--- src/hdl/rbl_pkg.sv ---
// ----------------------------------------------------------------------------
// rbl_pkg
// Types, codes and the CRC-8 step for the record bank list store.
// ----------------------------------------------------------------------------
`default_nettype none

package rbl_pkg;

  localparam int SLOTS_DEF = 16;
  localparam int BANKS_DEF = 2;

  localparam int REC_W     = 104;  // stamp, temperature, humidity, light, distance, kind
  localparam int CHK_W     = 8;
  localparam int ENTRY_W   = REC_W + CHK_W;
  localparam int CRC_BYTES = REC_W / 8;
  localparam int BYTE_W    = $clog2(CRC_BYTES);

  localparam logic [7:0] CRC_POLY = 8'h07;
  localparam logic [7:0] CRC_INIT = 8'h00;

  typedef enum logic [1:0] {
    OP_SAVE   = 2'd0,
    OP_DELETE = 2'd1,
    OP_READ   = 2'd2,
    OP_COUNT  = 2'd3
  } op_e;

  typedef enum logic [1:0] {
    ST_OK       = 2'd0,
    ST_FULL     = 2'd1,
    ST_MISSING  = 2'd2,
    ST_BADCHECK = 2'd3
  } status_e;

  // One byte of CRC-8, MSB first, no reflection.
  function automatic logic [7:0] crc8_byte(logic [7:0] crc, logic [7:0] b);
    logic [7:0] c;
    c = crc ^ b;
    for (int k = 0; k < 8; k++) begin
      c = c[7] ? ((c << 1) ^ CRC_POLY) : (c << 1);
    end
    return c;
  endfunction

endpackage

`default_nettype wire

--- src/hdl/rbl_in_if.sv ---
// ----------------------------------------------------------------------------
// rbl_in_if
// Command channel of the record bank list store: valid, ready and payload.
// ----------------------------------------------------------------------------
`default_nettype none

interface rbl_in_if;
  logic               valid;
  logic               ready;
  rbl_pkg::op_e       op;
  logic               bank;
  logic [7:0]         position;
  logic [31:0]        stamp;
  logic signed [15:0] temperature;
  logic [15:0]        humidity;
  logic [15:0]        light;
  logic [15:0]        distance;
  logic [7:0]         record_kind;

  modport source (
    output valid, op, bank, position, stamp, temperature, humidity, light, distance,
           record_kind,
    input  ready
  );

  modport sink (
    input  valid, op, bank, position, stamp, temperature, humidity, light, distance,
           record_kind,
    output ready
  );
endinterface

`default_nettype wire

--- src/hdl/rbl_out_if.sv ---
// ----------------------------------------------------------------------------
// rbl_out_if
// Result channel of the record bank list store: valid, ready and payload.
// ----------------------------------------------------------------------------
`default_nettype none

interface rbl_out_if;
  logic               valid;
  logic               ready;
  rbl_pkg::status_e   status;
  logic [4:0]         entry_count;
  logic [31:0]        out_stamp;
  logic signed [15:0] out_temperature;
  logic [15:0]        out_humidity;
  logic [15:0]        out_light;
  logic [15:0]        out_distance;
  logic [7:0]         out_kind;
  logic [7:0]         out_check;

  modport source (
    output valid, status, entry_count, out_stamp, out_temperature, out_humidity,
           out_light, out_distance, out_kind, out_check,
    input  ready
  );

  modport sink (
    input  valid, status, entry_count, out_stamp, out_temperature, out_humidity,
           out_light, out_distance, out_kind, out_check,
    output ready
  );
endinterface

`default_nettype wire

--- src/hdl/record_bank_list_store_unit.sv ---
// ----------------------------------------------------------------------------
// record_bank_list_store_unit
// Banked list of sensor records in one synchronous RAM with CRC-8 checks.
// ----------------------------------------------------------------------------
// Usage:
//   req_i carries one command per transaction (save, delete, read, count);
//   rsp_o returns exactly one result per command, in order.
//   Commands are taken one at a time; req_i.ready is high while the
//   sequencer is idle, also while a finished result still waits on rsp_o.
//   Steps from accepted command to result valid:
//     count only, bank full, not found : result register only
//     save                             : 13 CRC byte steps, 1 RAM write
//     read                             : RAM read, 13 CRC byte steps
//     delete at slot s, count n        : n-1-s shifted entries, each read and
//                                        written back on the RAM port
//   The byte-serial CRC unit and the single RAM port set these steps.
//   Reset clears the per-bank counts and the sequencer; the RAM is not
//   cleared, only slots below a bank's count are ever read.
//   When rsp_o stalls, the result is held and the next command waits in
//   its final step until the result transaction completes.
// ----------------------------------------------------------------------------
`default_nettype none

module record_bank_list_store_unit #(
  parameter int SLOTS = rbl_pkg::SLOTS_DEF,
  parameter int BANKS = rbl_pkg::BANKS_DEF
) (
  input  wire         clk_i,
  input  wire         rst_ni,
  rbl_in_if.sink      req_i,
  rbl_out_if.source   rsp_o
);

  localparam int SLOT_W    = $clog2(SLOTS);
  localparam int CNT_W     = $clog2(SLOTS + 1);
  localparam int BANK_W    = (BANKS > 1) ? $clog2(BANKS) : 1;
  localparam int BANK_N    = 2 ** BANK_W;
  localparam int MEM_DEPTH = BANKS * SLOTS;
  localparam int ADDR_W    = $clog2(MEM_DEPTH);
  localparam int CMP_W     = (CNT_W > 8) ? CNT_W : 8;

  typedef enum logic [2:0] {
    S_IDLE,
    S_CRC,
    S_SAVE_WR,
    S_RD_WAIT,
    S_RD_LOAD,
    S_SH_RD,
    S_SH_WR,
    S_DONE
  } state_e;

  state_e                          state_q;
  rbl_pkg::op_e                    op_q;
  logic [BANK_W-1:0]               bank_q;
  logic                            bank_ok_q;
  logic [SLOT_W-1:0]               slot_q;
  logic [CNT_W-1:0]                cnt_q [BANK_N];
  logic [rbl_pkg::REC_W-1:0]       rec_q;
  logic [rbl_pkg::CHK_W-1:0]       chk_q;
  logic [7:0]                      crc_q;
  logic [rbl_pkg::BYTE_W-1:0]      byte_q;
  rbl_pkg::status_e                status_q;
  logic                            show_q;

  logic                            rsp_valid_q;
  rbl_pkg::status_e                rsp_status_q;
  logic [4:0]                      rsp_count_q;
  logic [rbl_pkg::REC_W-1:0]       rsp_rec_q;
  logic [rbl_pkg::CHK_W-1:0]       rsp_chk_q;

  logic [rbl_pkg::ENTRY_W-1:0]     mem [MEM_DEPTH];
  logic [rbl_pkg::ENTRY_W-1:0]     mem_rdata_q;
  logic                            mem_we;
  logic                            mem_re;
  logic [ADDR_W-1:0]               mem_waddr;
  logic [ADDR_W-1:0]               mem_raddr;
  logic [rbl_pkg::ENTRY_W-1:0]     mem_wdata;

  logic [BANK_W-1:0]               in_bank;
  logic                            in_bank_ok;
  logic [CNT_W-1:0]                in_cnt;
  logic                            in_pos_ok;
  logic [SLOT_W-1:0]               in_slot;
  logic [CNT_W-1:0]                cur_cnt;
  logic [SLOT_W-1:0]               slot_nxt;
  logic [7:0]                      crc_nxt;
  logic [ADDR_W-1:0]               bank_base;

  // --------------------------------------------------------------------------
  // Command decode
  // --------------------------------------------------------------------------
  assign in_bank    = BANK_W'(req_i.bank);
  assign in_bank_ok = int'(req_i.bank) < BANKS;
  assign in_cnt     = cnt_q[in_bank];
  assign in_pos_ok  = CMP_W'(req_i.position) < CMP_W'(in_cnt);
  // position 0 is the newest entry, held in the top occupied slot
  assign in_slot    = SLOT_W'(CMP_W'(in_cnt) - CMP_W'(1) - CMP_W'(req_i.position));

  assign cur_cnt    = cnt_q[bank_q];
  assign slot_nxt   = slot_q + SLOT_W'(1);
  assign crc_nxt    = rbl_pkg::crc8_byte(crc_q, rec_q[8*byte_q +: 8]);
  assign bank_base  = ADDR_W'(ADDR_W'(bank_q) * ADDR_W'(SLOTS));

  assign req_i.ready = (state_q == S_IDLE);

  // --------------------------------------------------------------------------
  // RAM port control
  // --------------------------------------------------------------------------
  always_comb begin
    mem_we    = 1'b0;
    mem_re    = 1'b0;
    mem_waddr = bank_base + ADDR_W'(slot_q);
    mem_raddr = bank_base + ADDR_W'(slot_q);
    mem_wdata = mem_rdata_q;
    unique case (state_q)
      S_SAVE_WR: begin
        mem_we    = 1'b1;
        mem_wdata = {chk_q, rec_q};
      end
      S_RD_WAIT: begin
        mem_re = 1'b1;
      end
      S_SH_RD: begin
        mem_re    = (CNT_W'(slot_q) + CNT_W'(1)) < cur_cnt;
        mem_raddr = bank_base + ADDR_W'(slot_nxt);
      end
      S_SH_WR: begin
        mem_we = 1'b1;
      end
      default: begin
      end
    endcase
  end

  always_ff @(posedge clk_i) begin
    if (mem_we) begin
      mem[mem_waddr] <= mem_wdata;
    end
    if (mem_re) begin
      mem_rdata_q <= mem[mem_raddr];
    end
  end

  // --------------------------------------------------------------------------
  // Sequencer
  // --------------------------------------------------------------------------
  always_ff @(posedge clk_i or negedge rst_ni) begin
    if (!rst_ni) begin
      state_q     <= S_IDLE;
      rsp_valid_q <= 1'b0;
      bank_q      <= '0;
      for (int b = 0; b < BANK_N; b++) begin
        cnt_q[b] <= '0;
      end
    end else begin
      // S_DONE refills the output register itself
      if (rsp_valid_q && rsp_o.ready && (state_q != S_DONE)) begin
        rsp_valid_q <= 1'b0;
      end
      unique case (state_q)
        S_IDLE: begin
          if (req_i.valid) begin
            op_q      <= req_i.op;
            bank_q    <= in_bank;
            bank_ok_q <= in_bank_ok;
            show_q    <= 1'b0;
            status_q  <= rbl_pkg::ST_OK;
            rec_q     <= {req_i.record_kind, req_i.distance, req_i.light, req_i.humidity,
                          req_i.temperature, req_i.stamp};
            crc_q     <= rbl_pkg::CRC_INIT;
            byte_q    <= '0;
            state_q   <= S_DONE;
            if (!in_bank_ok) begin
              status_q <= rbl_pkg::ST_MISSING;
            end else begin
              unique case (req_i.op)
                rbl_pkg::OP_SAVE: begin
                  if (int'(in_cnt) >= SLOTS) begin
                    status_q <= rbl_pkg::ST_FULL;
                  end else begin
                    slot_q  <= SLOT_W'(in_cnt);
                    state_q <= S_CRC;
                  end
                end
                rbl_pkg::OP_DELETE: begin
                  if (!in_pos_ok) begin
                    status_q <= rbl_pkg::ST_MISSING;
                  end else begin
                    slot_q  <= in_slot;
                    state_q <= S_SH_RD;
                  end
                end
                rbl_pkg::OP_READ: begin
                  if (!in_pos_ok) begin
                    status_q <= rbl_pkg::ST_MISSING;
                  end else begin
                    slot_q  <= in_slot;
                    state_q <= S_RD_WAIT;
                  end
                end
                rbl_pkg::OP_COUNT: begin
                end
              endcase
            end
          end
        end

        S_RD_WAIT: begin
          state_q <= S_RD_LOAD;
        end

        S_RD_LOAD: begin
          rec_q   <= mem_rdata_q[rbl_pkg::REC_W-1:0];
          chk_q   <= mem_rdata_q[rbl_pkg::ENTRY_W-1:rbl_pkg::REC_W];
          state_q <= S_CRC;
        end

        S_CRC: begin
          crc_q  <= crc_nxt;
          byte_q <= byte_q + rbl_pkg::BYTE_W'(1);
          if (int'(byte_q) == rbl_pkg::CRC_BYTES - 1) begin
            if (op_q == rbl_pkg::OP_SAVE) begin
              chk_q   <= crc_nxt;
              state_q <= S_SAVE_WR;
            end else begin
              // flag only a nonzero stored check that disagrees
              if ((chk_q != 8'h00) && (chk_q != crc_nxt)) begin
                status_q <= rbl_pkg::ST_BADCHECK;
              end
              show_q  <= 1'b1;
              state_q <= S_DONE;
            end
          end
        end

        S_SAVE_WR: begin
          cnt_q[bank_q] <= cur_cnt + CNT_W'(1);
          state_q       <= S_DONE;
        end

        S_SH_RD: begin
          if ((CNT_W'(slot_q) + CNT_W'(1)) < cur_cnt) begin
            state_q <= S_SH_WR;
          end else begin
            cnt_q[bank_q] <= cur_cnt - CNT_W'(1);
            state_q       <= S_DONE;
          end
        end

        S_SH_WR: begin
          slot_q  <= slot_nxt;
          state_q <= S_SH_RD;
        end

        S_DONE: begin
          // hold until the output register is free
          if (!rsp_valid_q || rsp_o.ready) begin
            rsp_valid_q  <= 1'b1;
            rsp_status_q <= status_q;
            rsp_count_q  <= bank_ok_q ? 5'(cur_cnt) : 5'd0;
            rsp_rec_q    <= show_q ? rec_q : '0;
            rsp_chk_q    <= show_q ? chk_q : '0;
            state_q      <= S_IDLE;
          end
        end

        default: begin
          state_q <= S_IDLE;
        end
      endcase
    end
  end

  assign rsp_o.valid           = rsp_valid_q;
  assign rsp_o.status          = rsp_status_q;
  assign rsp_o.entry_count     = rsp_count_q;
  assign rsp_o.out_stamp       = rsp_rec_q[31:0];
  assign rsp_o.out_temperature = $signed(rsp_rec_q[47:32]);
  assign rsp_o.out_humidity    = rsp_rec_q[63:48];
  assign rsp_o.out_light       = rsp_rec_q[79:64];
  assign rsp_o.out_distance    = rsp_rec_q[95:80];
  assign rsp_o.out_kind        = rsp_rec_q[103:96];
  assign rsp_o.out_check       = rsp_chk_q;

  // --------------------------------------------------------------------------
  // Assertions
  // --------------------------------------------------------------------------
  a_cnt_bound: assert property (@(posedge clk_i) disable iff (!rst_ni)
    int'(cur_cnt) <= SLOTS)
    else $error("bank count above slot capacity");

  a_we_state: assert property (@(posedge clk_i) disable iff (!rst_ni)
    mem_we |-> ((state_q == S_SAVE_WR) || (state_q == S_SH_WR)))
    else $error("RAM write outside save or shift step");

  a_shift_range: assert property (@(posedge clk_i) disable iff (!rst_ni)
    (state_q == S_SH_WR) |-> ((CNT_W'(slot_q) + CNT_W'(1)) < cur_cnt))
    else $error("shift source beyond occupied slots");

  a_crc_index: assert property (@(posedge clk_i) disable iff (!rst_ni)
    (state_q == S_CRC) |-> (int'(byte_q) < rbl_pkg::CRC_BYTES))
    else $error("CRC byte index out of record");

  a_full_count: assert property (@(posedge clk_i) disable iff (!rst_ni)
    ($rose(rsp_valid_q) && (rsp_status_q == rbl_pkg::ST_FULL))
      |-> (rsp_count_q == 5'(SLOTS)))
    else $error("bank full reported with free slots");

endmodule

`default_nettype wire

--- src/flat_wrapper.sv ---
// flat-port wrapper written by rule: the top's interface ports become plain ports
module record_bank_list_store_unit_flat 
#(
  parameter int SLOTS = rbl_pkg::SLOTS_DEF,
  parameter int BANKS = rbl_pkg::BANKS_DEF
)
  (clk_i, rst_ni, req_i_valid, req_i_op, req_i_bank, req_i_position, req_i_stamp, req_i_temperature, req_i_humidity, req_i_light, req_i_distance, req_i_record_kind, req_i_ready, rsp_o_valid, rsp_o_status, rsp_o_entry_count, rsp_o_out_stamp, rsp_o_out_temperature, rsp_o_out_humidity, rsp_o_out_light, rsp_o_out_distance, rsp_o_out_kind, rsp_o_out_check, rsp_o_ready);
  rbl_in_if req_i_i ();
  rbl_out_if rsp_o_i ();
  input  wire clk_i;
  input  wire rst_ni;
  input wire logic [$bits(req_i_i.valid)-1:0] req_i_valid;
  input wire logic [$bits(req_i_i.op)-1:0] req_i_op;
  input wire logic [$bits(req_i_i.bank)-1:0] req_i_bank;
  input wire logic [$bits(req_i_i.position)-1:0] req_i_position;
  input wire logic [$bits(req_i_i.stamp)-1:0] req_i_stamp;
  input wire logic [$bits(req_i_i.temperature)-1:0] req_i_temperature;
  input wire logic [$bits(req_i_i.humidity)-1:0] req_i_humidity;
  input wire logic [$bits(req_i_i.light)-1:0] req_i_light;
  input wire logic [$bits(req_i_i.distance)-1:0] req_i_distance;
  input wire logic [$bits(req_i_i.record_kind)-1:0] req_i_record_kind;
  output wire logic [$bits(req_i_i.ready)-1:0] req_i_ready;
  output wire logic [$bits(rsp_o_i.valid)-1:0] rsp_o_valid;
  output wire logic [$bits(rsp_o_i.status)-1:0] rsp_o_status;
  output wire logic [$bits(rsp_o_i.entry_count)-1:0] rsp_o_entry_count;
  output wire logic [$bits(rsp_o_i.out_stamp)-1:0] rsp_o_out_stamp;
  output wire logic [$bits(rsp_o_i.out_temperature)-1:0] rsp_o_out_temperature;
  output wire logic [$bits(rsp_o_i.out_humidity)-1:0] rsp_o_out_humidity;
  output wire logic [$bits(rsp_o_i.out_light)-1:0] rsp_o_out_light;
  output wire logic [$bits(rsp_o_i.out_distance)-1:0] rsp_o_out_distance;
  output wire logic [$bits(rsp_o_i.out_kind)-1:0] rsp_o_out_kind;
  output wire logic [$bits(rsp_o_i.out_check)-1:0] rsp_o_out_check;
  input wire logic [$bits(rsp_o_i.ready)-1:0] rsp_o_ready;
  assign req_i_i.valid = req_i_valid;
  assign req_i_i.op = req_i_op;
  assign req_i_i.bank = req_i_bank;
  assign req_i_i.position = req_i_position;
  assign req_i_i.stamp = req_i_stamp;
  assign req_i_i.temperature = req_i_temperature;
  assign req_i_i.humidity = req_i_humidity;
  assign req_i_i.light = req_i_light;
  assign req_i_i.distance = req_i_distance;
  assign req_i_i.record_kind = req_i_record_kind;
  assign req_i_ready = req_i_i.ready;
  assign rsp_o_valid = rsp_o_i.valid;
  assign rsp_o_status = rsp_o_i.status;
  assign rsp_o_entry_count = rsp_o_i.entry_count;
  assign rsp_o_out_stamp = rsp_o_i.out_stamp;
  assign rsp_o_out_temperature = rsp_o_i.out_temperature;
  assign rsp_o_out_humidity = rsp_o_i.out_humidity;
  assign rsp_o_out_light = rsp_o_i.out_light;
  assign rsp_o_out_distance = rsp_o_i.out_distance;
  assign rsp_o_out_kind = rsp_o_i.out_kind;
  assign rsp_o_out_check = rsp_o_i.out_check;
  assign rsp_o_i.ready = rsp_o_ready;
  record_bank_list_store_unit #(.SLOTS(SLOTS), .BANKS(BANKS)) u_core (.clk_i(clk_i), .rst_ni(rst_ni), .req_i(req_i_i), .rsp_o(rsp_o_i));
endmodule
--- config.mk ---
export PLATFORM = sky130hd
export DESIGN_NAME = record_bank_list_store_unit_flat
export DESIGN_NICKNAME = d
export VERILOG_FILES = /design/src/hdl/rbl_pkg.sv /design/src/hdl/rbl_in_if.sv /design/src/hdl/rbl_out_if.sv /design/src/hdl/record_bank_list_store_unit.sv /design/src/flat_wrapper.sv
export SDC_FILE = /design/constraint.sdc
export NUM_CORES = 2
export LEC_CHECK = 0
export ABC_AREA = 1
export BUFFER_PORTS_ARGS = -buffer_cell sky130_fd_sc_hd__buf_4
export CAP_MARGIN = 25
export CORE_UTILIZATION = 40
export DETAILED_ROUTE_END_ITERATION = 10
export SLEW_MARGIN = 5
export SYNTH_ARGS = -nofsm -noshare
export SYNTH_HDL_FRONTEND = slang
export SYNTH_SLANG_ARGS = --single-unit
--- constraint.sdc ---
create_clock -name clk_i -period 10.1 [get_ports clk_i]
set_input_delay 0.505 -clock clk_i [delete_from_list [all_inputs] [get_ports clk_i]]
set_output_delay 0.505 -clock clk_i [all_outputs]
set_load 0.01 [all_outputs]
==> results <==
- VDD sags by at most 295 µV.
- The clock passes through at most 4 buffers.
- The detailed router finished its first iteration with 14600 violations.
- The share of synthesized area in the top cell type comes to 0.755.
- Sorting the synthesized cells by area gives the leading types as sky130_fd_sc_hd__edfxtp_1 (75%), sky130_fd_sc_hd__o21ai_0 (6.2%), sky130_fd_sc_hd__nor2_1 (5.4%).
- The most used flip-flop cell after synthesis is sky130_fd_sc_hd__edfxtp_1.
- Counting I/O delays and the setup requirement, the final critical path takes 5.30 ns.
- The distinct cell type count after synthesis is 51.
- Routability-driven placement finished with a final weighted congestion of 0.813.
- The number of enable-type register cells in the synthesized netlist is 3948.
- Counting tap cells, the placed design contains a total of about 17000 instances.
- Entering global routing, the biggest net connects 228 pins.
- After detailed routing, the number of remaining DRC violations is 0.
- The kind of path behind the tightest hold check is primary input to asynchronous set/reset pin.
- Data arrives at the worst endpoint at 6.14 ns.
- For this design, the slowest cell found on the critical path is sky130_fd_sc_hd__buf_4.
- Counting cells, the worst reg-to-reg path comes to 15.
- The setup check on the worst reg-to-reg path leaves a slack of 4.80 ns.
- Setup repair after global routing left no endpoint under its margin.
- The worst setup path is of the flip-flop to flip-flop kind.
- The synthesis warning total is 0.
- TritonCTS built the clock tree.
- On the worst path, the slowest cell contributes a delay of about 0.78 ns.
- The analysis attributes to cell leakage a power of 58.7 nW.
- Dividing the final minimum period by the clock period gives 0.525.
- For this run, asynchronously set or reset flops after synthesis account for 0.00379.
- The remaining max-slew budget at the tightest pin is 0.240.
- Dividing the detail-routed via count by the number of cells gives 5.90.
- The category of the worst setup path launch point is a flip-flop.
- For the pin with the worst max-slew slack, the measured transition is between 1 and 1.5 ns.
- The number of placement rows is between 200 and 250.
- For this run, the post-layout net count is between 10000 and 15000.
- The number of top-level pins is 240.
- The number of buffers and inverters on the critical path is 5.
- The die boundary width is about 630 µm.
- Measured along the y axis, the die boundary spans 629 µm.
- The tool flagged a number of max-cap violations equal to 0.
- The total vias in the final route is between 100k and 150k.
- The initial antenna violation count is 14.
- Summed over all layers, the routed wires come to 508000 µm.
- Clock tree synthesis inserted a total of 391 buffers.
- The total global-route track usage is 0.247.
- The number of max-slew violations in the final report is 0.
- Traced cell by cell, the critical path runs through inv_2 -> nor2_2 -> inv_2 -> nor2_4 -> nand2_2 -> nand2_8 -> buf_4 -> buf_4 -> buf_12 -> o21ai_0 -> o22ai_1 -> o21ai_0 -> o22ai_1 -> nand2_1 -> nand2_1.
- The synthesized area per cell is roughly 13 µm².
- The highest attainable clock frequency is 189 MHz.
- The first-pass iteration count of the detailed router is 6.
- The startpoint of the most critical register-to-register path is u_core.state_q[0].
- The die footprint is 0.395 mm².
- The area growth from synthesis to layout is 13.6%.
- The port buffer count is 239.
- The source-to-sink clock delay at the later pin of the worst-skew pair is 1.00 ns.
- Once the clock tree was built, the resizer swapped 0 gates to a different size.
- Dividing the detail-routed wire length by the instance count gives about 29 µm.
- The critical path capture point type is a flip-flop.
- The clock sink count is 3963.
- The critical-path maximum fanout is just under 200.
- The fill cell total of the finished layout is 34500.
- The first global-routing pass estimated approximately 710000 µm of wire.
- The initial utilization of the core area, before any placement, comes to 0.403.
- Setup violations remaining at the end of the flow were counted as 0.
- For the final routed database, the setup TNS stands at 0 ns.
- For this run, the register share of the synthesized area comes to 0.757.
- The clock transition at the registers of the reported paths is 0.06 ns.
- The flow ran to the end, and the final reports show no timing, DRC or antenna violations.
- The end of the worst register-to-register path is u_core.mem_rdata_q[55].
- The finished cells cover 0.178 mm².
- Detailed placement ended at an HPWL of 242000 µm.
- Broken down by cell family, the worst path's largest delay share belongs to buffers and inverters.
- The synthesized area is 0.157 mm².
- The cell sitting at the root of the clock tree is a sky130_fd_sc_hd__clkbuf_16.
- The hold violation count in the final report was 0.
- Once layout is complete, the cells apart from fillers number 17800.
- The library cell used most frequently in the layout, excluding fill and tap cells, is sky130_fd_sc_hd__edfxtp_1.
- In the final layout, the share of cells above drive strength 1 is 0.0932.
- Counting every net in the synthesized netlist gives 12200.
- The number of setup buffers added after CTS is 0.
- The post-route clock skew is 0.0470 ns.
- The synthesized design spends more area on one cell type than any other, namely sky130_fd_sc_hd__edfxtp_1.
- The clock tree synthesis step divided the H-tree into 5 levels.
- The total overflow reported by the global router is 0.
- The synthesis-stage register bit count is 3963.
- The post-synthesis cell count is 12100.
- The core area is 0.390 mm².
- Measured on the finished design, the core utilization comes to 0.458.
- The remaining number of nets flagged by the antenna check after routing is 0.
- The top cell types in the final layout, fill and taps aside, are sky130_fd_sc_hd__edfxtp_1 (3948), sky130_fd_sc_hd__nor2_1 (2229), sky130_fd_sc_hd__o21ai_0 (1842).
- The critical path data required time is 10.94 ns.
- The via count of the first global-routing pass came to a little under 100k.
- In this run the power density over the cells is 307 mW/mm².
- The placed instances occupy a cell area of about 0.16 mm².
==> cells in the mapped netlist (22+ instances only) <==
cell type,n
sky130_fd_sc_hd__edfxtp_1,3948
sky130_fd_sc_hd__nor2_1,2262
sky130_fd_sc_hd__o21ai_0,1938
sky130_fd_sc_hd__nand2_1,1026
sky130_fd_sc_hd__o22ai_1,963
sky130_fd_sc_hd__clkbuf_1,518
sky130_fd_sc_hd__o21ai_1,348
sky130_fd_sc_hd__inv_1,267
sky130_fd_sc_hd__buf_2,235
sky130_fd_sc_hd__nand3_1,147
sky130_fd_sc_hd__o221ai_1,113
sky130_fd_sc_hd__o211ai_1,62
sky130_fd_sc_hd__buf_4,43
sky130_fd_sc_hd__a31oi_1,41
sky130_fd_sc_hd__buf_1,26
sky130_fd_sc_hd__ha_1,22
==> power by group <==
| part | internal [mW] | switching, mW |
|---|---|---|
| sequential | 22.1 | 0.584 |
| clock | 8.14 | 6.27 |
| combinational | 4.48 | 13.2 |
==> area by class of cell <==
type,instances,area (µm²),share of cell area
diodes,10,25.0,0.000140
flip-flops and latches,3963,119000,0.667
repair buffers,629,5720,0.0320
clock buffers,469,10200,0.0573
well taps,5197,6500,0.0364
clock inverters,245,2260,0.0127
multi-input cells,7006,33600,0.188
inverters,280,1120,0.00629
==> worst register-to-register path, stage by stage (launching register included) <==
cell and delay, ns:
sky130_fd_sc_hd__dfrtp_1 0.41, sky130_fd_sc_hd__inv_2 0.07, sky130_fd_sc_hd__nor2_2 0.09, sky130_fd_sc_hd__inv_2 0.07, sky130_fd_sc_hd__nor2_4 0.31, sky130_fd_sc_hd__nand2_2 0.15
sky130_fd_sc_hd__nand2_8 0.53, sky130_fd_sc_hd__buf_4 0.75, sky130_fd_sc_hd__buf_4 0.90, sky130_fd_sc_hd__buf_12 0.78, sky130_fd_sc_hd__o21ai_0 0.33, sky130_fd_sc_hd__o22ai_1 0.24
sky130_fd_sc_hd__o21ai_0 0.13, sky130_fd_sc_hd__o22ai_1 0.23, sky130_fd_sc_hd__nand2_1 0.08, sky130_fd_sc_hd__nand2_1 0.11
==> state kept, by name, indices dropped and copies added, names as in the netlist, 3 cells and up, named ones only <==
name / cells
u_core.chk_q: 8
u_core.slot_q: 4
u_core.state_q: 3
u_core.mem_rdata_q: 112
u_core.crc_q: 8
u_core.cnt_q: 8
u_core.rsp_o.entry_count: 5
u_core.byte_q: 4
u_core.rsp_o.out_check: 8
u_core.mem: 3584
u_core.rsp_rec_q: 104
u_core.rec_q: 104
==> metrics by stage <==
| stage | power, mW | worst slack, ns | hold WS, ns |
|---|---|---|---|
| 3_5_place_dp | 40.2 | 4.95 | 0.397 |
| 4_1_cts | 54.5 | 4.93 | 0.0192 |
| 5_1_grt | 57.0 | 4.51 | 0.00162 |
| 6_report | 54.8 | 4.80 | 0.0318 |
| 2_1_floorplan | 34.1 | 0.649 | 0.209 |
| 3_3_place_gp | 40.0 | 4.92 | 0.395 |
==> worst max-delay path by stage <==
| stage | start | end | slack (ns) | depth (start not counted) |
|---|---|---|---|---|
| after floorplan | u_core.state_q[1] | u_core.rsp_o.entry_count[0] | 0.65 | 4 |
| after global placement | u_core.state_q[0] | u_core.mem_rdata_q[27] | 4.92 | 15 |
| after detailed placement | u_core.state_q[0] | u_core.mem_rdata_q[27] | 4.95 | 15 |
| after CTS | u_core.state_q[0] | u_core.mem_rdata_q[55] | 4.93 | 15 |
| after global routing | u_core.state_q[0] | u_core.mem_rdata_q[27] | 4.51 | 15 |
| final | u_core.state_q[0] | u_core.mem_rdata_q[55] | 4.80 | 15 |
==> kinds of logic (layout without fill, tap and decap cells) <==
family / Yosys count / after routing / share of synthesized area
flip-flops: 3963 / 3963 / 0.757
AO/OA/AOI/OAI: 3494 / 3494 / 0.123
AND/OR/NAND/NOR: 3462 / 3462 / 0.0844
buffers and inverters: 1129 / 1623 / 0.0311
adder cells (fa/ha/maj): 23 / 23 / 0.00188
multiplexers: 18 / 18 / 0.00128
XOR/XNOR: 9 / 9 / 0.000502
other: 0 / 10 / 0
==> per-layer routing <==
metal,global-route usage,wire length (µm),vias up
met2,0.399,238000,5879
met5,0,9,-
met1,0.329,195000,53100
met4,0.128,29100,2
met3,0.0323,46200,1024
li1,-,-,45100
==> what timing repair did <==
action                                  in CTS  in global routing
endpoints found under the hold margin      120                  0
endpoints found under the setup margin       0                  0
hold buffers                               105                  0
Power figures use the tool's default switching activity.
